`src/rtl/ssd_mux_pkg.sv`:
```
// Shared types, constants and tables for the seven-segment digit multiplexer.
package ssd_mux_pkg;

    localparam int NUM_DIGITS     = 5;
    localparam int POS_W          = 3;
    localparam int VALUE_W        = 18;
    localparam int LIMIT_W        = 17;
    localparam int SEG_W          = 7;
    localparam int CFG_INDEX_W    = 2;
    localparam int FRAC_BITS      = 34;
    localparam int RECIP_W        = 31;
    localparam int PROD_W         = LIMIT_W + RECIP_W;

    localparam logic [POS_W-1:0] UNITS_POSITION    = POS_W'(2);
    localparam logic [POS_W-1:0] HUNDREDS_POSITION = POS_W'(NUM_DIGITS - 1);

    localparam logic [LIMIT_W-1:0] MIN_VALUE_RESET = LIMIT_W'(0);
    localparam logic [LIMIT_W-1:0] MAX_VALUE_RESET = LIMIT_W'(99999);

    typedef enum logic [CFG_INDEX_W-1:0] {
        CFG_MIN_VALUE = 2'd0,
        CFG_MAX_VALUE = 2'd1
    } t_cfg_index;

    // ceil(2^34 / (10 * 10^position)): the fraction of the product gives the digit
    localparam logic [RECIP_W-1:0] RECIP_TABLE [NUM_DIGITS] = '{
        31'd1717986919,
        31'd171798692,
        31'd17179870,
        31'd1717987,
        31'd171799
    };

    localparam logic [SEG_W-1:0] SEG_TABLE [10] = '{
        7'h3F, 7'h06, 7'h5B, 7'h4F, 7'h66, 7'h6D, 7'h7D, 7'h07, 7'h7F, 7'h6F
    };

    typedef struct packed {
        logic signed [VALUE_W-1:0] value_hundredths;
        logic [POS_W-1:0]          digit_position;
    } t_in_item;

    typedef struct packed {
        logic [SEG_W-1:0]      segments;
        logic                  decimal_point;
        logic [NUM_DIGITS-1:0] digit_enable;
        logic [POS_W-1:0]      used_position;
    } t_out_item;

    // Clamped value and position (forced to zero when out of range) held between the two stages
    typedef struct packed {
        logic [LIMIT_W-1:0] value;
        logic [POS_W-1:0]   pos;
    } t_stage;

endpackage

```
`src/rtl/ssd_mux_decode.sv`:
```
// Digit extraction and segment decode for one clamped value and position.
module ssd_mux_decode (
    input  ssd_mux_pkg::t_stage    i_stage,
    output ssd_mux_pkg::t_out_item o_item
);
    import ssd_mux_pkg::*;

    logic [PROD_W-1:0]      prod;
    logic [FRAC_BITS:0]     frac;
    logic [FRAC_BITS+4:0]   scaled;
    logic [4:0]             digit;

    always_comb begin
        prod = PROD_W'(i_stage.value) * PROD_W'(RECIP_TABLE[i_stage.pos]);
        // keep the integer bit for the hundreds place, which has no modulo
        if (i_stage.pos == HUNDREDS_POSITION) begin
            frac = prod[FRAC_BITS:0];
        end else begin
            frac = {1'b0, prod[FRAC_BITS-1:0]};
        end
        scaled = (FRAC_BITS + 5)'({frac, 3'b000}) + (FRAC_BITS + 5)'({frac, 1'b0});
        digit  = scaled[FRAC_BITS+4:FRAC_BITS];

        if (digit < 5'd10) begin
            o_item.segments = SEG_TABLE[digit[3:0]];
        end else begin
            o_item.segments = '0;
        end
        o_item.decimal_point = (i_stage.pos == UNITS_POSITION);
        o_item.digit_enable  = NUM_DIGITS'(1) << (HUNDREDS_POSITION - i_stage.pos);
        o_item.used_position = i_stage.pos;
    end

endmodule

```
`src/rtl/seven_segment_digit_mux.sv`:
```
// Throughput: one item per cycle while the output is not stalled; the input
// clamp feeds the stage register, and the reciprocal multiply with segment
// lookup feeds the result register.
// A stalled result register backs up the stage register, then the input.
// Reset (synchronous, active low) empties both stages and restores the limits
// to 0 and 99999.
module seven_segment_digit_mux (
    input  logic                                 i_clk,
    input  logic                                 i_rst_n,
    input  logic                                 i_in_valid,
    output logic                                 o_in_ready,
    input  ssd_mux_pkg::t_in_item                i_in_data,
    output logic                                 o_out_valid,
    input  logic                                 i_out_ready,
    output ssd_mux_pkg::t_out_item               o_out_data,
    input  logic                                 i_cfg_we,
    input  logic [ssd_mux_pkg::CFG_INDEX_W-1:0]  i_cfg_index,
    input  logic [ssd_mux_pkg::LIMIT_W-1:0]      i_cfg_wdata
);
    import ssd_mux_pkg::*;

    logic [LIMIT_W-1:0] r_min_value;
    logic [LIMIT_W-1:0] r_max_value;
    logic               r_a_valid;
    t_stage             r_a;
    logic               r_b_valid;
    t_out_item          r_b;

    t_stage             n_a;
    t_out_item          n_b;
    logic signed [VALUE_W-1:0] clamped;
    logic               a_ready;
    logic               b_ready;

    assign b_ready    = !r_b_valid || i_out_ready;
    assign a_ready    = !r_a_valid || b_ready;
    assign o_in_ready = a_ready;

    always_comb begin
        clamped = i_in_data.value_hundredths;
        if (clamped < $signed({1'b0, r_min_value})) begin
            clamped = $signed({1'b0, r_min_value});
        end
        // upper limit wins when the limits cross
        if (clamped > $signed({1'b0, r_max_value})) begin
            clamped = $signed({1'b0, r_max_value});
        end
        n_a.value = clamped[LIMIT_W-1:0];
        if (i_in_data.digit_position > HUNDREDS_POSITION) begin
            n_a.pos = '0;
        end else begin
            n_a.pos = i_in_data.digit_position;
        end
    end

    ssd_mux_decode u_decode (
        .i_stage (r_a),
        .o_item  (n_b)
    );

    always_ff @(posedge i_clk) begin
        if (!i_rst_n) begin
            r_min_value <= MIN_VALUE_RESET;
            r_max_value <= MAX_VALUE_RESET;
        end else if (i_cfg_we) begin
            case (i_cfg_index)
                CFG_MIN_VALUE: r_min_value <= i_cfg_wdata;
                CFG_MAX_VALUE: r_max_value <= i_cfg_wdata;
                default: begin
                end
            endcase
        end
    end

    always_ff @(posedge i_clk) begin
        if (!i_rst_n) begin
            r_a_valid <= 1'b0;
            r_b_valid <= 1'b0;
        end else begin
            if (a_ready) begin
                r_a_valid <= i_in_valid;
            end
            if (b_ready) begin
                r_b_valid <= r_a_valid;
            end
        end
    end

    always_ff @(posedge i_clk) begin
        if (i_in_valid && a_ready) begin
            r_a <= n_a;
        end
        if (r_a_valid && b_ready) begin
            r_b <= n_b;
        end
    end

    assign o_out_valid = r_b_valid;
    assign o_out_data  = r_b;

    // Hold the stage register while the result side is blocked
    a_stage_hold: assert property (@(posedge i_clk) disable iff (!i_rst_n)
        r_a_valid && !b_ready |=> r_a_valid && $stable(r_a))
        else $error("stage register changed while stalled");

    out_enable_onehot: assert property (@(posedge i_clk) disable iff (!i_rst_n)
        o_out_valid |-> $onehot(o_out_data.digit_enable) &&
            o_out_data.used_position <= HUNDREDS_POSITION)
        else $error("digit enable not one-hot or position out of range");

    out_point_units: assert property (@(posedge i_clk) disable iff (!i_rst_n)
        o_out_valid |-> o_out_data.decimal_point ==
            (o_out_data.used_position == UNITS_POSITION))
        else $error("decimal point does not match driven position");

endmodule
```
`config.mk`:
```
export PLATFORM = sky130hd
export DESIGN_NAME = seven_segment_digit_mux
export DESIGN_NICKNAME = d
export VERILOG_FILES = /design/src/rtl/ssd_mux_pkg.sv /design/src/rtl/ssd_mux_decode.sv /design/src/rtl/seven_segment_digit_mux.sv
export SDC_FILE = /design/constraint.sdc
export NUM_CORES = 1
export LEC_CHECK = 0
export BUFFER_PORTS_ARGS = -buffer_cell sky130_fd_sc_hd__buf_4
export CORE_AREA = 2 2 228 230
export CTS_CLUSTER_DIAMETER = 120
export DETAILED_ROUTE_END_ITERATION = 6
export DIE_AREA = 0 0 230 232
export GPL_ROUTABILITY_DRIVEN = 0
export PLACE_DENSITY = 0.62
export SETUP_SLACK_MARGIN = 0.4
export SLEW_MARGIN = 20
export SYNTH_ARGS = -nofsm -noshare
export SYNTH_HDL_FRONTEND = slang
export SYNTH_HIERARCHICAL = 1
export SYNTH_SLANG_ARGS = --single-unit
```
`constraint.sdc`:
```
create_clock -name i_clk -period 22.2 [get_ports i_clk]
set_input_delay 4.44 -clock i_clk [delete_from_list [all_inputs] [get_ports i_clk]]
set_output_delay 4.44 -clock i_clk [all_outputs]
set_load 0.005 [all_outputs]
```
Word level (Yosys, flattened, before mapping)
Memory sizes are Yosys's and may differ from the RTL's. A register that Yosys moved wholly into a read port is not among the register bits.
Index checks and enable logic that the tools add are counted.
{"block": "classes", "n_addsub": 2, "n_shift": 1, "magnitude_cmp": 5, "n_mul": 1, "bitwise": 2, "eq_ne": 3, "muxes": 5, "reduce_logical": 10}
{"cell": "$mux 31", "count": 2}
{"cell": "$add 38x36->39", "count": 1}
{"cell": "$mul 17x31->35", "count": 1}
{"cell": "$mux 35", "count": 1}
{"cell": "$gt 18x18->1", "count": 1}
{"cell": "$lt 18x18->1", "count": 1}
{"cell": "$mux 18", "count": 1}
{"cell": "$mux 17", "count": 1}
{"cell": "$lt 5x4->1 const B", "count": 1}
{"cell": "$not 4->5", "count": 1}
{"cell": "$shl 1x3->5 const A", "count": 1}
{"cell": "$ge 4x4->1 const B", "count": 1}
{"cell": "$not 3->4", "count": 1}
{"cell": "$reduce_and 2->1", "count": 2}
{"cell": "$eq 3x2->1 const B", "count": 1}
{"cell": "$eq 3x3->1 const B", "count": 1}
{"cell": "$gt 3x3->1 const B", "count": 1}
{"cell": "$logic_not 1->1", "count": 3}
{"cell": "$sub 3x3->3 const A", "count": 1}
{"cell": "$eq 2x1->1 const B", "count": 1}
{"cell": "$logic_and 1x1->1", "count": 2}
{"cell": "$logic_not 2->1", "count": 1}
{"cell": "$logic_or 1x1->1", "count": 2}
{"block": "word_totals", "inputBits": 45, "output_inout_bits": 18, "mem_count": 2, "rom_bits": 360, "word_cells": 40, "regBits": 65}
{"name": "(no name shown)", "words": 8, "word_bits": 31, "rd": 1, "rd_ports_with_merged_regs": 0, "write_ports": 0, "line_no": "ssd_mux_decode.sv:14", "rtl": "prod = PROD_W'(i_stage.value) * PROD_W'(RECIP_TABLE[i_stage.pos]);"}
{"name": "(no name shown)", "words": 16, "word_bits": 7, "rd": 1, "rd_ports_with_merged_regs": 1, "write_ports": 0, "line_no": "ssd_mux_decode.sv:25", "rtl": "o_item.segments = SEG_TABLE[digit[3:0]];"}

Logic depth before layout (Yosys ltp)
Gate-level depths: netlist of run 1.
{"block": "logic_depth", "depth_word": 9, "depth_mapped": 47, "ltp_nobuf": 44}

Modules after synthesis
The synthesis of run 1 kept the hierarchy.
{"module": "ssd_mux_decode", "cells_per_inst": 1588, "seq_area_each_um2": 0.0, "area_per_inst_um2": 13870.8, "n_inst": 1}
{"module": "seven_segment_digit_mux", "cells_per_inst": 341, "seq_area_each_um2": 1801.7, "area_per_inst_um2": 3718.6, "n_inst": 1}

Worst setup path before layout of run 1
No wires, ideal clock.
{"block": "synth_path", "path_kind": "register to register", "startpoint": "register r_a[1] (netlist name)", "endpoint": "register, netlist name o_out_data[10]", "t_required_ps": 21945, "setup_time_ps": 255, "path_buffers": 3, "stages_incl_launch_ff": 41, "slack_ps": 12024, "period_less_slack_ps": 10176, "arrival_ps": 9921, "path_cell_list": "edfxtp_1 inv_1 clkbuf_1 ha_1 nand2b_1 clkbuf_1 clkbuf_1 nand2_1 fa_1 fa_1 fa_1 fa_1 inv_1 fa_1 inv_1 fa_1 inv_1 ha_1 [5 not listed] o21ai_0 nand3_1 nand2_1 xor2_1 ha_1 a21oi_1 nand2_1 a221o_1 or3_1 nor2_1 or4b_4 nand4_4 a31oi_4 or3_1 and2_1 ha_1 or3_1 o21ba_1"}
{"block": "synth_via", "elab_chain_cells": 9, "word_cells_on_any_way": 11, "cone_classes": "add/sub (1); mul (1); order compare (1); eq/ne (1); mux (3); bitwise (2); reduce/logical (1); memory (1)"}
{"element": "start, declared", "line_no": "seven_segment_digit_mux.sv:25", "rtl": "t_stage r_a;"}
{"element": "start signal, assigned", "line_no": "seven_segment_digit_mux.sv:91", "rtl": "r_a <= n_a;"}
{"element": "$not 3->4 (implied by the code)", "line_no": "ssd_mux_decode.sv:14"}
{"element": "$mem_v2 8x31"}
{"element": "$mux 31 (implied by the code) (2 in a row)", "line_no": "ssd_mux_decode.sv:14"}
{"element": "$mul 17x31->35", "line_no": "ssd_mux_decode.sv:14"}
{"element": "$mux 35 (*)", "line_no": "ssd_mux_decode.sv:16", "rtl": "if (i_stage.pos == HUNDREDS_POSITION) begin"}
{"element": "$add 38x36->39 (*)", "line_no": "ssd_mux_decode.sv:21", "rtl": "scaled = (FRAC_BITS + 5)'({frac, 3'b000}) + (FRAC_BITS + 5)'({frac, 1'b0});"}
{"element": "$lt 5x4->1", "line_no": "ssd_mux_decode.sv:24", "rtl": "if (digit < 5'd10) begin"}
{"element": "$logic_not 1->1 (no source line)"}
Every way passes the cells marked *; elsewhere a longest branch is shown, timed or not. The select of a mux whose other input is x is not followed.
A chain may end at the register's enable or synchronous reset.

Worst setup path after layout of run 1
{"block": "layout_path", "startpoint": "register r_a[1] (netlist name)", "endpoint": "register, netlist name o_out_data[10]"}
{"block": "layout_via", "elab_chain_cells": 9, "word_cells_on_any_way": 11, "cone_classes": "add/sub (1); mul (1); order compare (1); eq/ne (1); mux (3); bitwise (2); reduce/logical (1); memory (1)"}
{"element": "$not 3->4 (implied by the code)", "line_no": "ssd_mux_decode.sv:14"}
{"element": "$mem_v2 8x31"}
{"element": "$mux 31 (implied by the code) (2 in a row)", "line_no": "ssd_mux_decode.sv:14"}
{"element": "$mul 17x31->35", "line_no": "ssd_mux_decode.sv:14"}
{"element": "$mux 35 (*)", "line_no": "ssd_mux_decode.sv:16"}
{"element": "$add 38x36->39 (*)", "line_no": "ssd_mux_decode.sv:21"}
{"element": "$lt 5x4->1", "line_no": "ssd_mux_decode.sv:24"}
{"element": "$logic_not 1->1 (no source line)"}
Marked as above.

==> results of run 1 <==
## per-stage QoR
| stage | hold slack (ns) | util | cells |
|---|---|---|---|
| 2_1_floorplan | 0.453 | - | 1929 |
| 3_5_place_dp | 0.471 | 0.368 | 2625 |
| 3_3_place_gp | 0.462 | 0.368 | 2625 |
| 6_report | 0.476 | 0.374 | 2641 |
| 5_1_grt | 0.506 | 0.374 | 2641 |
| 4_1_cts | 0.480 | 0.374 | 2641 |
## registers in the layout (all words and copies together) (netlist names)
signal,cells
o_out_data,16
o_out_valid,1
r_a,20
r_a_valid,1
r_max_value,17
r_min_value,17
## cell families after synthesis
logic type | share of synthesized area
AO/OA/AOI/OAI | 0.0819
XOR/XNOR | 0.0265
adder cells (fa/ha/maj) | 0.509
buffers and inverters | 0.127
flip-flops | 0.102
multiplexers | 0.0264
AND/OR/NAND/NOR | 0.127
## how the worst max path moves through the flow
stage / startpoint / end / cells past startpoint
finish: r_a[1] / o_out_data[10] / 35
global route: r_a[1] / o_out_data[10] / 35
CTS: r_a[1] / o_out_data[10] / 35
detailed placement: r_a[1] / o_out_data[10] / 35
global placement: r_a[1] / o_out_data[10] / 35
floorplan: r_a[1] / o_out_data[10] / 40
## layout make-up
type,instances,area share
clock inverter,6,0.00276
multi-input combinational,1272,0.713
timing repair buffer,69,0.0272
tap,680,0.0447
inverter,532,0.105
clock buffer,10,0.0131
sequential,72,0.0946
## critical path: cells and delay by family, from the launching register on
kind | cells | cell delay, ns
compound gates | 10 | 2.77
simple gates | 9 | 2.38
fa+ha+maj | 10 | 4.39
xor+xnor | 1 | 0.16
buf+inv | 5 | 0.88
flops | 1 | 0.62
## Yosys cell counts (5+ instances only)
cell | number | area share
a211oi_1 | 7 | 0.0030
a21boi_0 | 24 | 0.010
a21o_1 | 27 | 0.012
a21oi_1 | 52 | 0.015
a31oi_1 | 5 | 0.0018
and2_1 | 47 | 0.017
clkbuf_1 | 42 | 0.0090
dfxtp_1 | 36 | 0.041
edfxtp_1 | 36 | 0.061
fa_1 | 339 | 0.39
ha_1 | 173 | 0.12
inv_1 | 530 | 0.11
mux2_2 | 23 | 0.015
mux2_4 | 9 | 0.0077
mux2i_1 | 7 | 0.0040
nand2_1 | 214 | 0.046
nand2b_1 | 34 | 0.012
nand3_1 | 11 | 0.0031
nand4_1 | 14 | 0.0050
nor2_1 | 77 | 0.016
nor2b_1 | 31 | 0.011
nor3_1 | 6 | 0.0017
o211ai_1 | 11 | 0.0047
o21a_1 | 9 | 0.0038
o21ai_0 | 23 | 0.0065
xnor2_1 | 38 | 0.019
xor2_1 | 12 | 0.0060
## layer usage
layer	wire length (um)	GRT usage	vias to the layer above	part of all wire
li1	-	-	5902	-
met1	20800	0.251	6399	0.41
met2	22000	0.307	630	0.44
met3	4230	0.0416	161	0.084
met4	3160	0.108	2	0.063
met5	8	0	-	0.00016
==> results.md, run 1 <==
- The clock passes through at most 2 buffers.
- The initial antenna violation count is 1.
- The worst setup path is launched from a flip-flop.
- The total count of max-transition violations in the final report was 0.
- The most common cell after layout, fill and taps aside is inv_1.
- After clock tree synthesis, the repair step resized 0 gates.
- When the netlist entered floorplanning its net count stood at between 2,000 and 2,500.
- The capturing point of the worst reg2reg path is o_out_data[10].
- Setup violations remaining at the end of the flow were counted as 0.
- Clock tree synthesis found a total of slightly above 70 sinks.
- For this run, the post-layout net count is approximately 2,500.
- After global routing the overflow that remains totals 0.
- The worst-case setup slack after placement is approximately 11 ns.
- Clock-pin slew was measured on the worst setup and hold paths at 0.09 ns.
- The number of enable-type register cells in the synthesized netlist is 36.
- Setup slack closes at about 11 ns.
- The number of hold buffers added after CTS was 0.
- The number of optimization iterations in the first detailed-route pass is 6.
- The floorplan step defined a die boundary enclosing between 0.05 and 0.06 mm^2.
- The number of H-tree levels is 3.
- Of the cells placed in the final design, the portion with a size suffix greater than 1 is 0.0760.
- The global-route usage over all layers is 0.195.
- The pin count of the biggest net entering global routing is 37.
- The finished cells cover around 0.019 mm^2.
- The actual slew at the worst max-slew pin is 1.05 ns.
- For this configuration, the core starts out at a cell density of 0.346.
- The TritonCTS clock tree is yes.
- The total wirelength of the detailed-routed design is 50.2 mm.
- The iteration-0 DRC count of the detailed router is between 800 and 900.
- The number of vias per cell after detailed routing is 4.96.
- The post-route antenna net violation count is 0.
- After detailed placement, the total cell area comes to about 0.019 mm^2.
- The final worst-path cycle share is 0.514.
- The maximum clock skew at final layout is about 0.028 ns.
- The slowest stage of the critical path is the nand2b_1 cell.
- In the layout the commonest cells are inv_1, fa_1, nand2_1.
- The routed wirelength normalized by instance count is between 15 and 20 um.
- The category of the most critical setup path is reg2reg.
- The multi-input gate area in the final layout is 0.0136 mm^2.
- The element type at the critical path end is a flip-flop.
- The count of distinct cell types in the synthesized netlist is between 80 and 90.
- Data arrives at the worst endpoint at approximately 12 ns.
- The post-synthesis instance total is 1,929.
- The floorplan has 83 rows.
- For this run, design rule violations remaining after detail routing come to 0.
- The final hold violation count is 0.
- Yosys printed 6 warnings.
- The antenna diode count is 0.
- The number of global-route vias before repair is between 10,000 and 15,000.
- On the worst path, the slowest cell contributes a delay of 0.66 ns.
- The routed layout has roughly 13,000 vias.
- The number of cells traversed by the worst register-to-register path is 35.
- The clock latency at the later pin of the worst-skew pair is 0.40 ns.
- In this run the count of I/O pins placed on the die edge is 63.
- The layout has about 5,200 filler cells.
- Counting I/O delays and the setup requirement, the final critical path takes 11.42 ns.
- In the final timing run, aggregate negative setup slack is 0 ns.
- Counting the buffers created by CTS gives 9.
- The share of the Yosys chip area taken by registers is 0.102.
- The number of setup buffers added after CTS is 0.
- The die is between 200 and 250 um tall.
- Setup slack on the worst reg-to-reg path comes out at between 10 and 15 ns.
- The total area of sequential cells is 0.00180 mm^2.
- The biggest fanout along the worst timing path is 18.
- The source of the worst hold timing path is r_max_value[8].
- Based on the critical path, the design can be clocked at up to 87.6 MHz.
- Setup repair after global routing left no endpoint under its margin.
- The synthesized flop and latch total is just over 70.
- The cell depth of the worst min-delay path is 2.
- The class of the tightest hold or removal check is reg2reg.
- The global-route wire length before repair is slightly below 80 mm.
- Among all flip-flop cells after synthesis, the most frequent one is edfxtp_1.
- The cell chosen for the clock root is clkbuf_16.
- The required time at the worst-slack endpoint is roughly 22 ns.
- Across the run, the number of max-cap violations was 0.
- After synthesis, the mean cell area works out to between 9 and 10 um^2.
- The launch point of the worst reg-to-reg path is r_a[1].
- The die extent in x is ~230 um.
- Input and output buffers added on the ports amount to 62.
- The synthesis-to-finish area growth is 8.27%.
- The most common cell type on the critical path is fa_1.
- The HPWL after detailed placement is 42.2 mm.
- The destination of the worst hold path is r_max_value[8].
- The mapped cell area is about 0.018 mm^2.
- Headroom to the max-slew limit came out at 0.298.
- The run finished with clean final reports.
- The area of the placeable core is between 0.05 and 0.06 mm^2.
- The async set-reset flop share out of synthesis is 0.
Power of run 1 is left out: the tool's default activity adds up to more than one toggle a clock period on the data nets, which glitch-free logic cannot reach.
==> run 2, diff against run 1 <==
- clock period: 22.2 -> 10.9 ns (I/O delays scaled with it)
==> run 2 against run 1 <==
Against the previous run:
- core utilization is 0.67 points higher
- critical path depth stayed put
- via count rose by 1.3%
- global-route usage rose by 0.31 points
- critical path type unchanged
- register-to-register slack got worse by 10 ns
- wire length grew 2.8%
- sequential share of layout area down 0.17 points
==> results.md, run 2 (synthesized netlist as in run 1, its figures left out) <==
- The endpoint of the worst setup timing path is o_out_data[10].
- The number of buffers created by CTS is 9 (unchanged).
- The iteration-0 DRC count of the detailed router was 1,224 (+36%).
- The worst register-to-register path ends at o_out_data[10].
- The kind of cell with the highest combined delay on the critical path is adder cells.
- The flip-flop count of the largest register, all copies and words added is 20 (unchanged).
- The area of the die is 0.0534 mm^2 (unchanged).
- The timing-limited maximum frequency is 98.7 MHz (+13%).
- The actual slew at the worst max-slew pin is 1.08 ns (+0.0300 ns).
- The final-layout setup total negative slack is 0 ns (unchanged).
- The number of cells traversed by the worst register-to-register path is 35 (unchanged).
- The via count of the routed design is 13,300 (+1.3%).
- The antenna diode count is 0 (unchanged).
- The initial antenna violation count came to 0 (-1).
- The top register by number of flip-flops is r_a.
- The global-route wire length before repair is 80.4 mm (+1.5%).
- The slowest cell on the critical path is fa_1.
- The number of optimization iterations in the first detailed-route pass came to 5 (-1).
- The final hold violation count was 0 (unchanged).
- The flow ran to the end, and the final reports show no timing, DRC or antenna violations.
- The die extent in x is 230 um (unchanged).
- The largest registers in the layout are r_a x20, r_max_value x17, r_min_value x17.
- The count of maximum capacitance violations was 0 (unchanged).
- The critical path starts at r_a[2].
- The clock latency at the later pin of the worst-skew pair is 0.39 ns (about the same).
- The starting density of the core is 0.346 (unchanged).
- The TritonCTS clock tree is yes.
- The final worst-path cycle share is 0.930 (+0.415).
- The worst path buffer plus inverter count was 4 (-1).
- The routed wirelength normalized by instance count was 19.4 um (+2.0%).
- The number of nets in the layout was 2,536 (+0.92%).
- The delay of the slowest cell on the worst path is 0.59 ns (-0.07 ns).
- The launch point of the worst reg-to-reg path is r_a[2].
- The post-route DRC violation count is 0 (unchanged).
- The biggest fanout along the worst timing path came to 19 (+1).
- The y dimension of the die is 232 um (unchanged).
- The category of the most critical setup path is reg2reg.
- The critical path depth in cells came to 35 (unchanged).
- The area of the placeable core is 0.0509 mm^2 (unchanged).
- The setup slack of the most critical reg-to-reg path is 0.77 ns (-10.01 ns).
- In the layout the commonest cells are inv_1, fa_1, nand2_1.
- The cell chosen for the clock root is clkbuf_16.
- Relative to the synthesized area, the layout overhead comes to 10.2%.
- The maximum clock skew at final layout is 0.0252 ns (-0.00249 ns).
- The top-level port count came to 63 (unchanged).
- The total wirelength of the detailed-routed design is 51.6 mm (+2.8%).
- The pin count of the biggest net entering global routing is 37 (unchanged).
- The total count of max-transition violations in the final report was 0 (unchanged).
- The layout cell share with drive strength beyond 1 is 0.105 (+0.0294).
- The number of global-route vias before repair is 14,100 (-0.21%).
- The worst slew margin relative to its limit is 0.278 (-0.0200).
- The post-route antenna net violation count is 0 (unchanged).
- The clock slew seen by the registers of the worst setup and hold paths is 0.09 ns (about the same).
- The worst path arrival time is 10.29 ns (-1.29 ns).
- The number of buffers inserted for hold repair after clock tree synthesis is 0 (unchanged).
- The library cell used most frequently in the layout, excluding fill and tap cells, is inv_1.
- The worst setup path is launched from a flip-flop.
- The required time at the worst-slack endpoint is 11.06 ns (-11.30 ns).
- The filler cell count came to 5,146 (-0.37%).
- The count of endpoints failing setup in the final report came to 0 (unchanged).
- The most common cell type on the critical path is fa_1.
- The cell row count was 83 (unchanged).
- The HPWL after detailed placement is 43.4 mm (+2.7%).
- Setup repair after global routing left no endpoint under its margin.
- The maximum buffer depth of the clock tree is 2 (unchanged).
- The worst setup path is captured at a flip-flop.
- The number of sinks on the clock net came to 72 (unchanged).
- The global-route usage over all layers was 0.199 (+0.00313).
- The number of H-tree levels is 3 (unchanged).
- The total congestion overflow was 0 (unchanged).
- The number of vias per cell after detailed routing is 4.98 (+0.45%).
- The port buffer count is 62 (unchanged).
- The time the final worst path needs with I/O delays and setup is 10.13 ns (-1.29 ns).
- In this run the worst hold path is classified as reg2reg.
run 2: cell types whose count changed in the layout (fill, tap and decap cells not counted), sizes merged:
cell	change
buf	+22
clkinvlp	+2
inv	-1
run 2: cell type report:
cell class / count / area [um^2] / share of cell area
Inverter: 532 / 2010 / 0.104
Clock inverter: 7 / 58.8 / 0.00303
Timing Repair Buffer: 92 / 721 / 0.0372
Multi-Input combinational cell: 1272 / 13700 / 0.708
Clock buffer: 9 / 225 / 0.0116
Tap cell: 680 / 851 / 0.0439
Sequential cell: 72 / 1800 / 0.0929
run 2: per-stage QoR:
stage	hold WS (ns)	std cells	setup WS, ns	area, um^2	util
2_1_floorplan	0.453	1929	0.724	17600	-
3_3_place_gp	0.462	2639	0.315	18800	0.370
3_5_place_dp	0.473	2639	0.158	18800	0.370
4_1_cts	0.484	2658	0.407	19200	0.377
5_1_grt	0.508	2664	0.355	19400	0.381
6_report	0.483	2664	0.767	19400	0.381
run 2: worst min-delay path by stage:
| stage | startpoint | end | slack [ns] | cells past startpoint |
|---|---|---|---|---|
| 6_report | r_min_value[11] | r_min_value[11] | 0.48 | 2 |
| 5_1_grt | r_min_value[13] | r_min_value[13] | 0.51 | 2 |
| 4_1_cts | r_min_value[9] | r_min_value[9] | 0.48 | 2 |
| 3_5_place_dp | r_min_value[15] | r_min_value[15] | 0.47 | 2 |
| 3_3_place_gp | r_min_value[1] | r_min_value[1] | 0.46 | 2 |
| 2_1_floorplan | r_min_value[16] | r_min_value[16] | 0.45 | 2 |
run 2: per-layer routing:
layer / GRT usage / vias up / wire (um)
met2: 0.314 / 674 / 22600
met4: 0.101 / 0 / 2990
li1: - / 5940 / -
met3: 0.0457 / 154 / 4580
met1: 0.255 / 6499 / 21400
met5: 0 / - / 0
run 2: tightest hold or removal path, cell delays in order, from the launching register on:
cell      delay [ns]
dfxtp_1         0.32
nand2_1         0.05
a21boi_0        0.06
run 2: what timing repair did:
| item | 4_1_cts | 5_1_grt |
|---|---|---|
| setup buffers | 3 | 5 |
| pin swaps | 0 | 2 |
| gates cloned | 0 | 1 |
| gates resized for setup | 5 | 47 |
| setup endpoints to repair | 5 | 7 |
Power of run 2 is left out for the same reason.
